`src/sv/circular_deque_defines.svh`:
```
`ifndef CIRCULAR_DEQUE_DEFINES_SVH
`define CIRCULAR_DEQUE_DEFINES_SVH

// Same-cycle implication, sampled on clk_i, off during reset
`define CDQ_ASSERT_NOW(label, ante, cons, msg) \
  label: assert property (@(posedge clk_i) disable iff (!rst_ni) (ante) |-> (cons)) \
    else $error(msg);

// Next-cycle implication, sampled on clk_i, off during reset
`define CDQ_ASSERT_NEXT(label, ante, cons, msg) \
  label: assert property (@(posedge clk_i) disable iff (!rst_ni) (ante) |=> (cons)) \
    else $error(msg);

`endif

```
`src/sv/cdq_pkg.sv`:
```
`default_nettype none

package cdq_pkg;

  localparam int OPCODE_W = 3;
  localparam int STATUS_W = 2;

  typedef enum logic [OPCODE_W-1:0] {
    OP_PUSH_FRONT = 3'd0,
    OP_PUSH_BACK  = 3'd1,
    OP_POP_FRONT  = 3'd2,
    OP_POP_BACK   = 3'd3,
    OP_QUERY      = 3'd4
  } opcode_e;

  typedef enum logic [STATUS_W-1:0] {
    ST_DONE  = 2'd0,
    ST_FULL  = 2'd1,
    ST_EMPTY = 2'd2
  } status_e;

  typedef struct packed {
    logic    wr_en;
    logic    pop_ok;
    status_e status;
  } cdq_op_t;

endpackage

`default_nettype wire

```
`src/sv/cdq_ram.sv`:
```
`default_nettype none

module cdq_ram #(
  parameter int WIDTH = 32,
  parameter int DEPTH = 16,
  localparam int AW = $clog2(DEPTH)
) (
  input  wire logic             clk_i,
  input  wire logic             wr_en_i,
  input  wire logic [AW-1:0]    wr_addr_i,
  input  wire logic [WIDTH-1:0] wr_data_i,
  input  wire logic [AW-1:0]    rd_addr_i,
  output logic      [WIDTH-1:0] rd_data_o
);

  logic [WIDTH-1:0] mem_q [DEPTH];

  always_ff @(posedge clk_i) begin
    if (wr_en_i) begin
      mem_q[wr_addr_i] <= wr_data_i;
    end
    rd_data_o <= mem_q[rd_addr_i];
  end

endmodule

`default_nettype wire

```
`src/sv/cdq_idx.sv`:
```
`default_nettype none

module cdq_idx #(
  parameter int DEPTH = 16,
  localparam int AW = $clog2(DEPTH),
  localparam int CW = $clog2(DEPTH + 1)
) (
  input  wire logic                         clk_i,
  input  wire logic                         rst_ni,
  input  wire logic                         op_valid_i,
  input  wire logic [cdq_pkg::OPCODE_W-1:0] opcode_i,
  output cdq_pkg::cdq_op_t                  op_o,
  output logic      [AW-1:0]                wr_addr_o,
  output logic      [AW-1:0]                pop_addr_o,
  output logic      [AW-1:0]                front_idx_o,
  output logic      [AW-1:0]                back_last_o,
  output logic      [CW-1:0]                count_o
);

  import cdq_pkg::*;

  localparam logic [AW-1:0] LAST_IDX = AW'(DEPTH - 1);
  localparam logic [CW-1:0] FULL_CNT = CW'(DEPTH);

  logic [AW-1:0] front_q, front_d;
  logic [AW-1:0] back_q, back_d;
  logic [CW-1:0] cnt_q, cnt_d;
  logic          full, empty, wr_req;
  opcode_e       opcode;

  function automatic logic [AW-1:0] idx_inc(input logic [AW-1:0] i);
    return (i == LAST_IDX) ? '0 : i + AW'(1);
  endfunction

  function automatic logic [AW-1:0] idx_dec(input logic [AW-1:0] i);
    return (i == '0) ? LAST_IDX : i - AW'(1);
  endfunction

  assign full   = (cnt_q == FULL_CNT);
  assign empty  = (cnt_q == '0);
  assign opcode = opcode_e'(opcode_i);

  always_comb begin
    front_d    = front_q;
    back_d     = back_q;
    cnt_d      = cnt_q;
    wr_req     = 1'b0;
    op_o.pop_ok = 1'b0;
    op_o.status = ST_DONE;
    wr_addr_o  = back_q;
    pop_addr_o = front_q;
    case (opcode)
      OP_PUSH_FRONT: begin
        if (full) begin
          op_o.status = ST_FULL;
        end else begin
          wr_req    = 1'b1;
          wr_addr_o = idx_dec(front_q);
          front_d   = idx_dec(front_q);
          cnt_d     = cnt_q + CW'(1);
        end
      end
      OP_PUSH_BACK: begin
        if (full) begin
          op_o.status = ST_FULL;
        end else begin
          wr_req    = 1'b1;
          wr_addr_o = back_q;
          back_d    = idx_inc(back_q);
          cnt_d     = cnt_q + CW'(1);
        end
      end
      OP_POP_FRONT: begin
        if (empty) begin
          op_o.status = ST_EMPTY;
        end else begin
          op_o.pop_ok = 1'b1;
          pop_addr_o  = front_q;
          front_d     = idx_inc(front_q);
          cnt_d       = cnt_q - CW'(1);
        end
      end
      OP_POP_BACK: begin
        if (empty) begin
          op_o.status = ST_EMPTY;
        end else begin
          op_o.pop_ok = 1'b1;
          pop_addr_o  = idx_dec(back_q);
          back_d      = idx_dec(back_q);
          cnt_d       = cnt_q - CW'(1);
        end
      end
      default: begin
        op_o.status = ST_DONE;
      end
    endcase
    op_o.wr_en = wr_req & op_valid_i;
  end

  always_ff @(posedge clk_i or negedge rst_ni) begin
    if (!rst_ni) begin
      front_q <= '0;
      back_q  <= '0;
      cnt_q   <= '0;
    end else if (op_valid_i) begin
      front_q <= front_d;
      back_q  <= back_d;
      cnt_q   <= cnt_d;
    end
  end

  assign front_idx_o = front_q;
  assign back_last_o = idx_dec(back_q);
  assign count_o     = cnt_q;

endmodule

`default_nettype wire

```
`src/sv/circular_deque.sv`:
```
// Channel  Dir  tdata fields (low bit up)
// s_axis   in   opcode, item_value
// m_axis   out  popped_value, status, occupancy, is_empty, is_full, front_value, back_value
//
// Each transaction runs through its steps in order: accept (push write or pop read),
// front read, back read, result load; the single read port of the storage RAM sets that order.
// Reset clears the indices, the fill count and the output valid; RAM contents stay
// undefined until written.
// A stalled m_axis holds its result; the next transaction still enters and waits in
// its last step until the output register frees.
`default_nettype none

`include "circular_deque_defines.svh"

module circular_deque #(
  parameter int DEPTH      = 16,
  parameter int WORD_WIDTH = 32,
  localparam int AW        = $clog2(DEPTH),
  localparam int CW        = $clog2(DEPTH + 1),
  localparam int IN_BITS   = cdq_pkg::OPCODE_W + WORD_WIDTH,
  localparam int IN_W      = ((IN_BITS + 7) / 8) * 8,
  localparam int OUT_BITS  = 3 * WORD_WIDTH + cdq_pkg::STATUS_W + CW + 2,
  localparam int OUT_W     = ((OUT_BITS + 7) / 8) * 8
) (
  input  wire logic             clk_i,
  input  wire logic             rst_ni,
  input  wire logic             s_axis_tvalid,
  output logic                  s_axis_tready,
  // opcode, item_value
  input  wire logic [IN_W-1:0]  s_axis_tdata,
  output logic                  m_axis_tvalid,
  input  wire logic             m_axis_tready,
  // popped_value, status, occupancy, is_empty, is_full, front_value, back_value
  output logic      [OUT_W-1:0] m_axis_tdata
);

  import cdq_pkg::*;

  typedef enum logic [1:0] {
    S_IDLE,
    S_RFRONT,
    S_RBACK,
    S_DONE
  } state_e;

  state_e                  state_q;
  logic                    in_acc;
  logic                    out_load;
  cdq_op_t                 op;
  logic [AW-1:0]           wr_addr, pop_addr, front_idx, back_last, rd_addr;
  logic [CW-1:0]           count;
  logic [WORD_WIDTH-1:0]   rd_data;
  logic                    pop_ok_q;
  status_e                 status_q;
  logic [WORD_WIDTH-1:0]   popped_q, front_word_q;
  logic                    out_valid_q;
  logic [WORD_WIDTH-1:0]   out_popped_q, out_front_q, out_back_q;
  status_e                 out_status_q;
  logic [CW-1:0]           out_count_q;
  logic                    out_empty_q, out_full_q;

  assign s_axis_tready = (state_q == S_IDLE);
  assign in_acc        = s_axis_tvalid & s_axis_tready;
  assign out_load      = (state_q == S_DONE) & (!out_valid_q | m_axis_tready);

  cdq_idx #(
    .DEPTH(DEPTH)
  ) u_idx (
    .clk_i      (clk_i),
    .rst_ni     (rst_ni),
    .op_valid_i (in_acc),
    .opcode_i   (s_axis_tdata[OPCODE_W-1:0]),
    .op_o       (op),
    .wr_addr_o  (wr_addr),
    .pop_addr_o (pop_addr),
    .front_idx_o(front_idx),
    .back_last_o(back_last),
    .count_o    (count)
  );

  always_comb begin
    case (state_q)
      S_IDLE:   rd_addr = pop_addr;
      S_RFRONT: rd_addr = front_idx;
      S_RBACK:  rd_addr = back_last;
      S_DONE:   rd_addr = back_last;
      default:  rd_addr = front_idx;
    endcase
  end

  cdq_ram #(
    .WIDTH(WORD_WIDTH),
    .DEPTH(DEPTH)
  ) u_ram (
    .clk_i    (clk_i),
    .wr_en_i  (op.wr_en),
    .wr_addr_i(wr_addr),
    .wr_data_i(s_axis_tdata[OPCODE_W +: WORD_WIDTH]),
    .rd_addr_i(rd_addr),
    .rd_data_o(rd_data)
  );

  always_ff @(posedge clk_i or negedge rst_ni) begin
    if (!rst_ni) begin
      state_q     <= S_IDLE;
      out_valid_q <= 1'b0;
    end else begin
      if (out_load) begin
        out_valid_q <= 1'b1;
      end else if (m_axis_tready) begin
        out_valid_q <= 1'b0;
      end
      case (state_q)
        S_IDLE: begin
          if (in_acc) begin
            status_q <= op.status;
            pop_ok_q <= op.pop_ok;
            state_q  <= S_RFRONT;
          end
        end
        S_RFRONT: begin
          popped_q <= pop_ok_q ? rd_data : '0;
          state_q  <= S_RBACK;
        end
        S_RBACK: begin
          front_word_q <= rd_data;
          state_q      <= S_DONE;
        end
        S_DONE: begin
          if (out_load) begin
            out_popped_q <= popped_q;
            out_status_q <= status_q;
            out_count_q  <= count;
            out_empty_q  <= (count == '0);
            out_full_q   <= (count == CW'(DEPTH));
            out_front_q  <= (count == '0) ? '0 : front_word_q;
            out_back_q   <= (count == '0) ? '0 : rd_data;
            state_q      <= S_IDLE;
          end
        end
        default: begin
          state_q <= S_IDLE;
        end
      endcase
    end
  end

  assign m_axis_tvalid = out_valid_q;
  assign m_axis_tdata  = OUT_W'({out_back_q, out_front_q, out_full_q, out_empty_q,
                                 out_count_q, out_status_q, out_popped_q});

  `CDQ_ASSERT_NOW(a_count_range, 1'b1, count <= CW'(DEPTH), "fill count exceeds depth")
  `CDQ_ASSERT_NEXT(a_acc_starts, in_acc, state_q == S_RFRONT, "accepted op did not start")
  `CDQ_ASSERT_NEXT(a_count_hold, !in_acc, $stable(count), "fill count moved without op")

endmodule

`default_nettype wire
```
`config.mk`:
```
export PLATFORM = sky130hd
export DESIGN_NAME = circular_deque
export DESIGN_NICKNAME = d
export VERILOG_FILES = /design/src/sv/cdq_pkg.sv /design/src/sv/cdq_ram.sv /design/src/sv/cdq_idx.sv /design/src/sv/circular_deque.sv
export VERILOG_INCLUDE_DIRS = /design/src /design/src/sv
export SDC_FILE = /design/constraint.sdc
export NUM_CORES = 1
export LEC_CHECK = 0
export BUFFER_PORTS_ARGS = -buffer_cell sky130_fd_sc_hd__buf_2
export CORE_AREA = 4 4 200 241
export CTS_CLUSTER_DIAMETER = 80
export DETAILED_ROUTE_END_ITERATION = 12
export DIE_AREA = 0 0 204 245
export PLACE_DENSITY = 0.78
export SLEW_MARGIN = 20
export SYNTH_ARGS = -nofsm -noshare
export SYNTH_HDL_FRONTEND = slang
export SYNTH_SLANG_ARGS = --single-unit
```
`constraint.sdc`:
```
create_clock -name clk_i -period 10.1 [get_ports clk_i]
set_input_delay 0.505 -clock clk_i [delete_from_list [all_inputs] [get_ports clk_i]]
set_output_delay 0.505 -clock clk_i [all_outputs]
set_load 0.005 [all_outputs]
```
; Word-level counts from Yosys, hierarchy flattened
; Memories as Yosys holds them, arrays and structs flattened. A register that Yosys moved wholly into a read port is not among the register bits.
; Cells that the tools add are included.
[classes]
n_reduce_logical = 21
add_sub_neg = 6
n_shift = 0
n_div = 0
mux = 31
mul = 0
bitwise = 4
eq_ne = 17
n_lt_le_gt_ge = 0
[op_table]
columns = operator, count
row1 = two-way mux 4 bit, 12
row2 = one-hot mux 4 bit (2 select lines), 2
row3 = inequality test 2 bit (second input constant), 7
row4 = one-hot mux 4 bit (3 select lines), 1
row5 = AND reduction 4 bit, 3
row6 = two-way mux 5 bit, 2
row7 = one-hot mux 5 bit (2 select lines), 1
row8 = adder 4 x 1 -> 4 bit (second input constant), 2
row9 = == test 4 bit (second input constant), 2
row10 = logical NOT 4 bit, 2
row11 = two-way mux 1 bit, 8
row12 = one-hot mux 2 bit (4 select lines), 1
row13 = nonzero test 2 bit, 4
row14 = subtractor 4 x 1 -> 4 bit (second input constant), 2
row15 = == test 3 x 2 -> 1 bit (second input constant), 2
row16 = two-way mux 2 bit, 3
row17 = AND reduction 2 bit, 3
row18 = AND reduction 3 bit, 2
row19 = OR reduction 2 bit, 3
row20 = adder 5 x 1 -> 5 bit (second input constant), 1
row21 = == test 5 bit (second input constant), 1
row22 = logical NOT 5 bit, 1
row23 = subtractor 5 x 1 -> 5 bit (second input constant), 1
row24 = == test 2 bit (second input constant), 2
row25 = other kinds (9), 11
[word_totals]
ramBits = 512
register_bits = 188
elab_cells = 96
latch_bits = 0
out_inout_bits = 114
n_memories = 1
romBits = 0
[mem_list]
columns = name, words, word_bits, read_ports, rd_ports_with_merged_regs, write_ports, line
row1 = u_ram.mem_q, 16, 32, 1, 1, 1, cdq_ram.sv:16  ; logic [WIDTH-1:0] mem_q [DEPTH];

; Longest topological paths before layout
; Gate-level depths: netlist of run 1.
[depth]
word_depth = 6
mapped_depth = 11

; Modules after synthesis
; A second synthesis of run 1 with hierarchy kept.
[hier_totals]
cells_unflattened = 1305
hier_area_um2 = 27227.4
[by_module_without_submodules]
columns = module, seq_area_each_um2, n_inst, area_each_um2, cells_per_inst
row1 = cdq_ram, 16015.4, 1, 19835.3, 838
row2 = circular_deque, 5240.0, 1, 6239.7, 330
row3 = cdq_idx, 325.3, 1, 1152.4, 137

; Least setup slack after synthesis of run 1
; Ideal clock, no wire load.
[synth_path]
kind = input-to-reg
startpoint = in m_axis_tready
endpoint = reg out_back_q[0] (enable)
path_slack_ns = 6.540
setup_time_ns = 0.477
arrival_time_ns = 3.084
path_buffers = 0
t_required_ns = 9.623
path_stages = 2
cell_sequence = nand2b_1 and3_1
[synth_via]
elab_chain_len = 3
[synth_lines]
columns = item, line
row1 = start: declaration, circular_deque.sv:32  ; input wire logic m_axis_tready,
row2 = bitwise OR 1 bit, circular_deque.sv:64  ; assign out_load = (state_q == S_DONE) & (!out_valid_q | m_axis_tready);
row3 = AND 1 bit, circular_deque.sv:64
row4 = AND reduction 3 bit (no line), n/a
row5 = end signal: assignment, circular_deque.sv:137  ; out_back_q <= (count == '0) ? '0 : rd_data;
row6 = end: declaration, circular_deque.sv:57  ; logic [WORD_WIDTH-1:0] out_popped_q, out_front_q, out_back_q;
; Every way passes these cells.
; A chain may end at the register's enable or synchronous reset.

; Final worst setup path of run 1
[layout_path]
startpoint = reg u_idx.cnt_q[0], in the netlist u_idx.count_o[0]
endpoint = reg u_ram.rd_data_o[16], read port of u_ram.mem_q
[layout_via]
elab_chain_len = 4
[layout_lines]
columns = item, line
row1 = start: declaration, cdq_idx.sv:27  ; logic [CW-1:0] cnt_q, cnt_d;
row2 = start signal: assignment, cdq_idx.sv:108  ; cnt_q <= cnt_d;
row3 = logical NOT 5 bit, cdq_idx.sv:40  ; assign empty = (cnt_q == '0);
row4 = two-way mux 4 bit, cdq_idx.sv:84  ; if (empty) begin
row5 = two-way mux 4 bit, n/a
row6 = one-hot mux 4 bit (3 select lines), circular_deque.sv:82  ; case (state_q)
row7 = end: declaration, cdq_ram.sv:13  ; output logic [WIDTH-1:0] rd_data_o
; Every way passes these cells.

==> results of run 1 <==
## cell families (layout without fill, tap and decap cells)
group                      count (synthesis)  after routing  synth area share
DFF                                      732            732             0.790
muxes                                    265            265            0.0972
and+or+nand+nor                          210            210            0.0458
AOI/OAI and AO/OA                        180            180            0.0427
buffers and inverters                     91            305            0.0157
adders and majority gates                 12             12           0.00577
xor gates and xnor gates                  10             10           0.00320
other                                      1              9          0.000137
## cell usage after synthesis (all sizes together), types with 8 or more instances
master,number,area (sq um)
o22ai,128,801
ha,11,138
nor2,28,105
or4,34,259
edfxtp,684,20500
dfxtp,32,641
a21oi,12,60.1
xnor2,8,70.1
mux2i,261,2610
buf,50,274
clkbuf,30,113
and2,98,613
inv,11,41.3
nand2,18,67.6
dfrtp,16,400
o21ai,16,80.1
## worst min path at each step
stage,startpoint,end,slack (ns),depth (start not counted)
floorplan,rst_ni,m_axis_tvalid$_DFFE_PN0P_,0.21,0
CTS,m_axis_tready,m_axis_tvalid$_DFFE_PN0P_,0.23,3
global route,m_axis_tready,m_axis_tvalid$_DFFE_PN0P_,0.25,3
detailed placement,popped_q[6]$_SDFFCE_PN0P_,out_popped_q[6]$_DFFE_PP_,0.40,0
global placement,popped_q[11]$_SDFFCE_PN0P_,out_popped_q[11]$_DFFE_PP_,0.40,0
finish,m_axis_tready,m_axis_tvalid$_DFFE_PN0P_,0.26,3
## final cells by class
cell class              instances  area [sq um]  share of cell area
repair buffers                176           986              0.0319
clock buffers                  92          1810              0.0586
inverters                      11          41.3             0.00133
diodes                          2          5.00            0.000162
clock inverters                26           248             0.00801
well taps                     616           771              0.0249
flip-flops and latches        732         21600               0.698
multi-input cells             684          5490               0.178
## per-layer routing
| layer | vias up | routed length (microns) | part of all wire | global-route usage |
|---|---|---|---|---|
| met4 | 4 | 1420 | 0.026 | 0.0739 |
| li1 | 6256 | - | - | - |
| met1 | 6904 | 21400 | 0.40 | 0.276 |
| met5 | - | 24 | 0.00044 | 0 |
| met3 | 112 | 4000 | 0.074 | 0.0388 |
| met2 | 539 | 27200 | 0.50 | 0.369 |
## report_power, final
part           leakage [nW]  internal, mW  switching, mW
Sequential             6.65          3.70          0.152
Clock                  1.00          1.34           1.02
Combinational          3.70          1.33           1.93
Total                  11.4          6.36           3.10
## sequential cells by signal, summed over array words and instances, names as in the netlist, 32 cells and up
register	cells
u_ram.mem_q	512
out_back_q	32
front_word_q	32
popped_q	32
u_ram.rd_data_o	32
out_front_q	32
out_popped_q	32
## worst min-delay path: stages
cell and delay [ns]:
buf_2 0.10, nand2b_1 0.13, nand2b_1 0.07
==> results.cfg, run 1 <==
[timing]
hold_ws_ns = 0.256
setup_viol = 0
tns_ns = 0
relSlewSlack = 0.258
min_period_ns = 4.57
clock.fmax_ghz = 0.219
fin_ws_ns = 5.53
rsz0062_at_grt = false
fin_skew_ns = 0.0181
slew_violations = 0
worst_pin_slew_ns = 1.11
final_hold_viol_count = 0
post-route-period-util = 0.452

[route]
routedWlPerCell_microns = 23.1
drt-total-wl_microns = 54000
routed_via_density = 5.91
vias = 13800
drt_iter0_markers = 1289
route.detailed.drc = 0
firstDrtPassIters = 8
ant_nets = 0

[min_path]
min_path_type = in -> reg

[clock_tree]
cts_inserted_buffers = 66
cts_tree = built
cts_root_buffer = clkbuf_16
clockBufferDepth = 3
cts_resized = 0
cts_hold_buf = 1
clkLatencyLatePin_ns = 0.59
clock-sinks = 732
post_cts_buffers = 0
clkTransAtPathRegs_ns = 0.06
h-tree-depth = 3

[die]
initial_utilization = 0.598
boundaryPins = 158
die_w_microns = 204
fp.dieArea_sq_um = 50000
fp-row-count = 86
fp.dieH_microns = 245
core-area_sq_um = 45700

[synthesis]
ys_warn_count = 0
yosys_most_used_dff = edfxtp_1
synth_area_sq_um = 27300
synth-async-reset-ratio = 0.0219
synth_edf_count = 684
avgSynthCellArea_sq_um = 18.2
ys_types = 51
synthCells = 1501
ys_ff_latch = 732
synth_seq_area_share = 0.790

[worst_setup_path]
cpPeakStageDelay_ns = 0.86
required_ns = 10.51
critPathTopFamily = simple AND/OR/NAND/NOR gates
end_kind = flip-flop
cp_slowest_cell = a32oi_4
critical_path.startpoint_type = flip-flop
critPathKind = reg -> reg
rr_worst_depth = 7
setup.worst_path.start = u_idx.count_o[0]$_DFFE_PN0P_
critPathCapture = u_ram.rd_data_o[16]$_DFF_P_
reg2reg_to = u_ram.rd_data_o[16]$_DFF_P_
cp_max_fo = 141
path_buf_inv = 1
worstPathArrival_ns = 4.98
path_cells = nor4_1 > a221oi_2 > a32oi_4 > buf_12 > mux2i_1 > o22ai_1 > or4_1
cp_num_cells = 7
timing.rr.start = u_idx.count_o[0]$_DFFE_PN0P_
ff2ff_setup_slack_ns = 5.53

[pwr]
finalPower_mw = 9.47
peakVddDrop_mv = 0.380
leakage_nw = 11.4
powerDensity_nw_per_um2 = 306

[final_layout]
fin_cells = 2339
fill_cells = 2789
layout_commonest_cell = edfxtp_1
fin_util = 0.676
final_cell_mix = 684 x edfxtp_1, 261 x mux2i_1, 145 x buf_2, 128 x o22ai_1, 98 x and2_1
final_area_sq_um = 30900
area_growth_pct = 13.2
drive_above_1_share = 0.170
fin_nets = 1727

[place]
io_buffers = 145
preCtsSetupSlack_ns = 5.22
dp_hpwl_microns = 29100
gp_congestion = 0.812
placed_area_sq_um = 28900
dp.cells = 2218

[global_routing]
grt_max_degree = 142
grt-ovfl-total = 0
grt_pass1_wl_microns = 80200
grt_pass1_vias = 13700
antenna_found_initial = 6
grt_use_total = 0.214

[outcome]
status = finished clean

[job]
drv_cap = 0
(Power assumes the default switching activity.)
==> run 2, diff against run 1 <==
--- a/config.mk
+++ b/config.mk
@@ -7,11 +7,11 @@
 export NUM_CORES = 1
 export LEC_CHECK = 0
 export BUFFER_PORTS_ARGS = -buffer_cell sky130_fd_sc_hd__buf_2
-export CORE_AREA = 4 4 200 241
+export CORE_AREA = 4 4 211 254
 export CTS_CLUSTER_DIAMETER = 80
 export DETAILED_ROUTE_END_ITERATION = 12
-export DIE_AREA = 0 0 204 245
-export PLACE_DENSITY = 0.78
+export DIE_AREA = 0 0 215 258
+export PLACE_DENSITY = 0.74
 export SLEW_MARGIN = 20
 export SYNTH_ARGS = -nofsm -noshare
 export SYNTH_HDL_FRONTEND = slang
==> constraint.sdc (replaced) <==
create_clock -name clk_i -period 3.75 [get_ports clk_i]
set_input_delay 0.1875 -clock clk_i [delete_from_list [all_inputs] [get_ports clk_i]]
set_output_delay 0.1875 -clock clk_i [all_outputs]
set_load 0.005 [all_outputs]
==> run 2 against run 1 <==
Against the previous run:
- cell count is 3.7% higher
- hold slack worse by 0.21 ns
- wire length is 2.2% higher
- clock power grew to 2.8 times the previous value
- first-iteration DRC count is 0.23% lower
- die area is 11% higher
- power grew to 2.7 times the previous value
- design area is 2.9% higher
- via count is 0.77% higher
- global-route usage is 2.1 points lower
- count of clock-buffer cells in the layout is 15 lower
- fmax is 35% higher
- critical path type unchanged
==> results.cfg, run 2 (synthesized netlist as in run 1, its figures left out) <==
[global_routing]
antenna_found_initial = 5
grt_pass1_vias = 13600
grt_use_total = 0.193
grt_pass1_wl_microns = 81800
grt-ovfl-total = 0
grt_max_degree = 106

[route]
routed_via_density = 5.74
ant_nets = 0
vias = 13900
firstDrtPassIters = 5
routedWlPerCell_microns = 22.8
drt-total-wl_microns = 55200
drt_iter0_markers = 1286
route.detailed.drc = 0

[worst_setup_path]
setup.worst_path.start = state_q[0]$_DFFE_PN0P_
cp_max_fo = 51
critical_path.startpoint_type = flip-flop
path_cells = inv_1 > ha_1 > nor3_1 > nor2_1 > a32oi_4 > buf_4 > buf_12 > mux2i_1 > o22ai_1 > or4_1
critPathKind = reg -> reg
worstPathArrival_ns = 3.87
cpPeakStageDelay_ns = 0.54
end_kind = flip-flop
timing.rr.start = state_q[0]$_DFFE_PN0P_
cp_slowest_cell = or4_1
required_ns = 4.23

[clock_tree]
h-tree-depth = 2
clockBufferDepth = 3
cts_tree = built
clkTransAtPathRegs_ns = 0.07
post_cts_buffers = 0
cts_root_buffer = clkbuf_16
clkLatencyLatePin_ns = 0.60
cts_inserted_buffers = 61
clock-sinks = 732

[final_layout]
final_area_sq_um = 31800
largest_reg_flops = 512
ff_latch_area_sq_um = 21600
final_cell_mix = 684 x edfxtp_1, 261 x mux2i_1, 145 x buf_2, 128 x o22ai_1, 98 x and2_1
area_growth_pct = 16.4
top_register = u_ram.mem_q
layout_commonest_cell = edfxtp_1
drive_above_1_share = 0.181
multiInputGateArea_sq_um = 5490
fin_util = 0.622
fin_cells = 2426
fin_nets = 1776
fill_cells = 3462

[place]
io_buffers = 145
preCtsSetupSlack_ns = 0.407
dp_hpwl_microns = 30500
placed_area_sq_um = 29300
dp.cells = 2270
gp_congestion = 0.786

[timing]
hold_ws_ns = 0.0495
fin_ws_ns = 0.367
setup_viol = 0
relSlewSlack = 0.434
worst_pin_slew_ns = 0.849
fin_skew_ns = 0.0199
slew_violations = 0
post-route-period-util = 0.902
final_hold_viol_count = 0
rsz0062_at_grt = false
clock.fmax_ghz = 0.296
min_period_ns = 3.38
tns_ns = 0

[pwr]
leakage_nw = 11.7
finalPower_mw = 25.8
peakVddDrop_mv = 0.962
powerDensity_nw_per_um2 = 809

[die]
fp.dieH_microns = 258
core-area_sq_um = 51100
die_w_microns = 215
fp-row-count = 91
initial_utilization = 0.535
fp.dieArea_sq_um = 55500
boundaryPins = 158

[outcome]
status = finished clean

[job]
drv_cap = 0

[min_path]
min_path_type = in -> async
run 2: cell types whose count changed in the layout (fill, tap and decap cells not counted), sizes merged:
cell / change
clkbuf: -15
inv: +2
clkinvlp: +4
clkinv: -1
bufinv: +7
dlygate4sd3: +37
buf: +17
diode: +1
run 2: cell type report:
type,count,area share
clock buffers,77,0.0514
repair buffers,230,0.0561
multi-input cells,684,0.173
inverters,11,0.00130
diodes,3,0.000236
clock inverters,38,0.0145
flip-flops and latches,732,0.678
well taps,651,0.0256
run 2: worst paths after layout:
kind                       cells after the start                          endpoint  slack, ns
hold / removal                                 2  u_idx.front_idx_o[1]$_DFFE_PN0P_       0.05
hold reg to reg                                0        out_popped_q[19]$_DFFE_PP_       0.41
min in group clk_i                             5      u_idx.count_o[4]$_DFFE_PN0P_       0.05
max in group asynchronous                      2      u_idx.count_o[1]$_DFFE_PN0P_       3.39
setup reg to reg                              10        u_ram.rd_data_o[8]$_DFF_P_       0.37
setup / recovery                              10        u_ram.rd_data_o[8]$_DFF_P_       0.37
run 2: critical path: cells and delay by family, from the launching register on:
kind                     cells  cell delay, ns
AO/OA/AOI/OAI                2            0.38
multiplexers                 1            0.28
adder cells (fa/ha/maj)      1            0.36
flip-flops                   1            0.39
AND/OR/NAND/NOR              3            1.09
buffers and inverters        3            0.71
run 2: power by group:
group          switching (mW)  leakage [nW]  internal, mW
clock network            2.73          1.03          3.79
logic                    4.94          4.04          3.85
registers               0.492          6.65          9.95
run 2: routing by layer:
metal / part of all wire / GRT usage / vias to the layer above
met1: 0.39 / 0.250 / 6992
li1: - / - / 6339
met5: 0.00024 / 0 / -
met4: 0.021 / 0.0537 / 2
met3: 0.063 / 0.0265 / 94
met2: 0.52 / 0.345 / 495
run 2: repair_timing:
item / CTS / global route
resized for setup: 0 / 0
hold buffers: 38 / 0
setup endpoints to repair: 0 / 0
endpoints found under the hold margin: 533 / 0
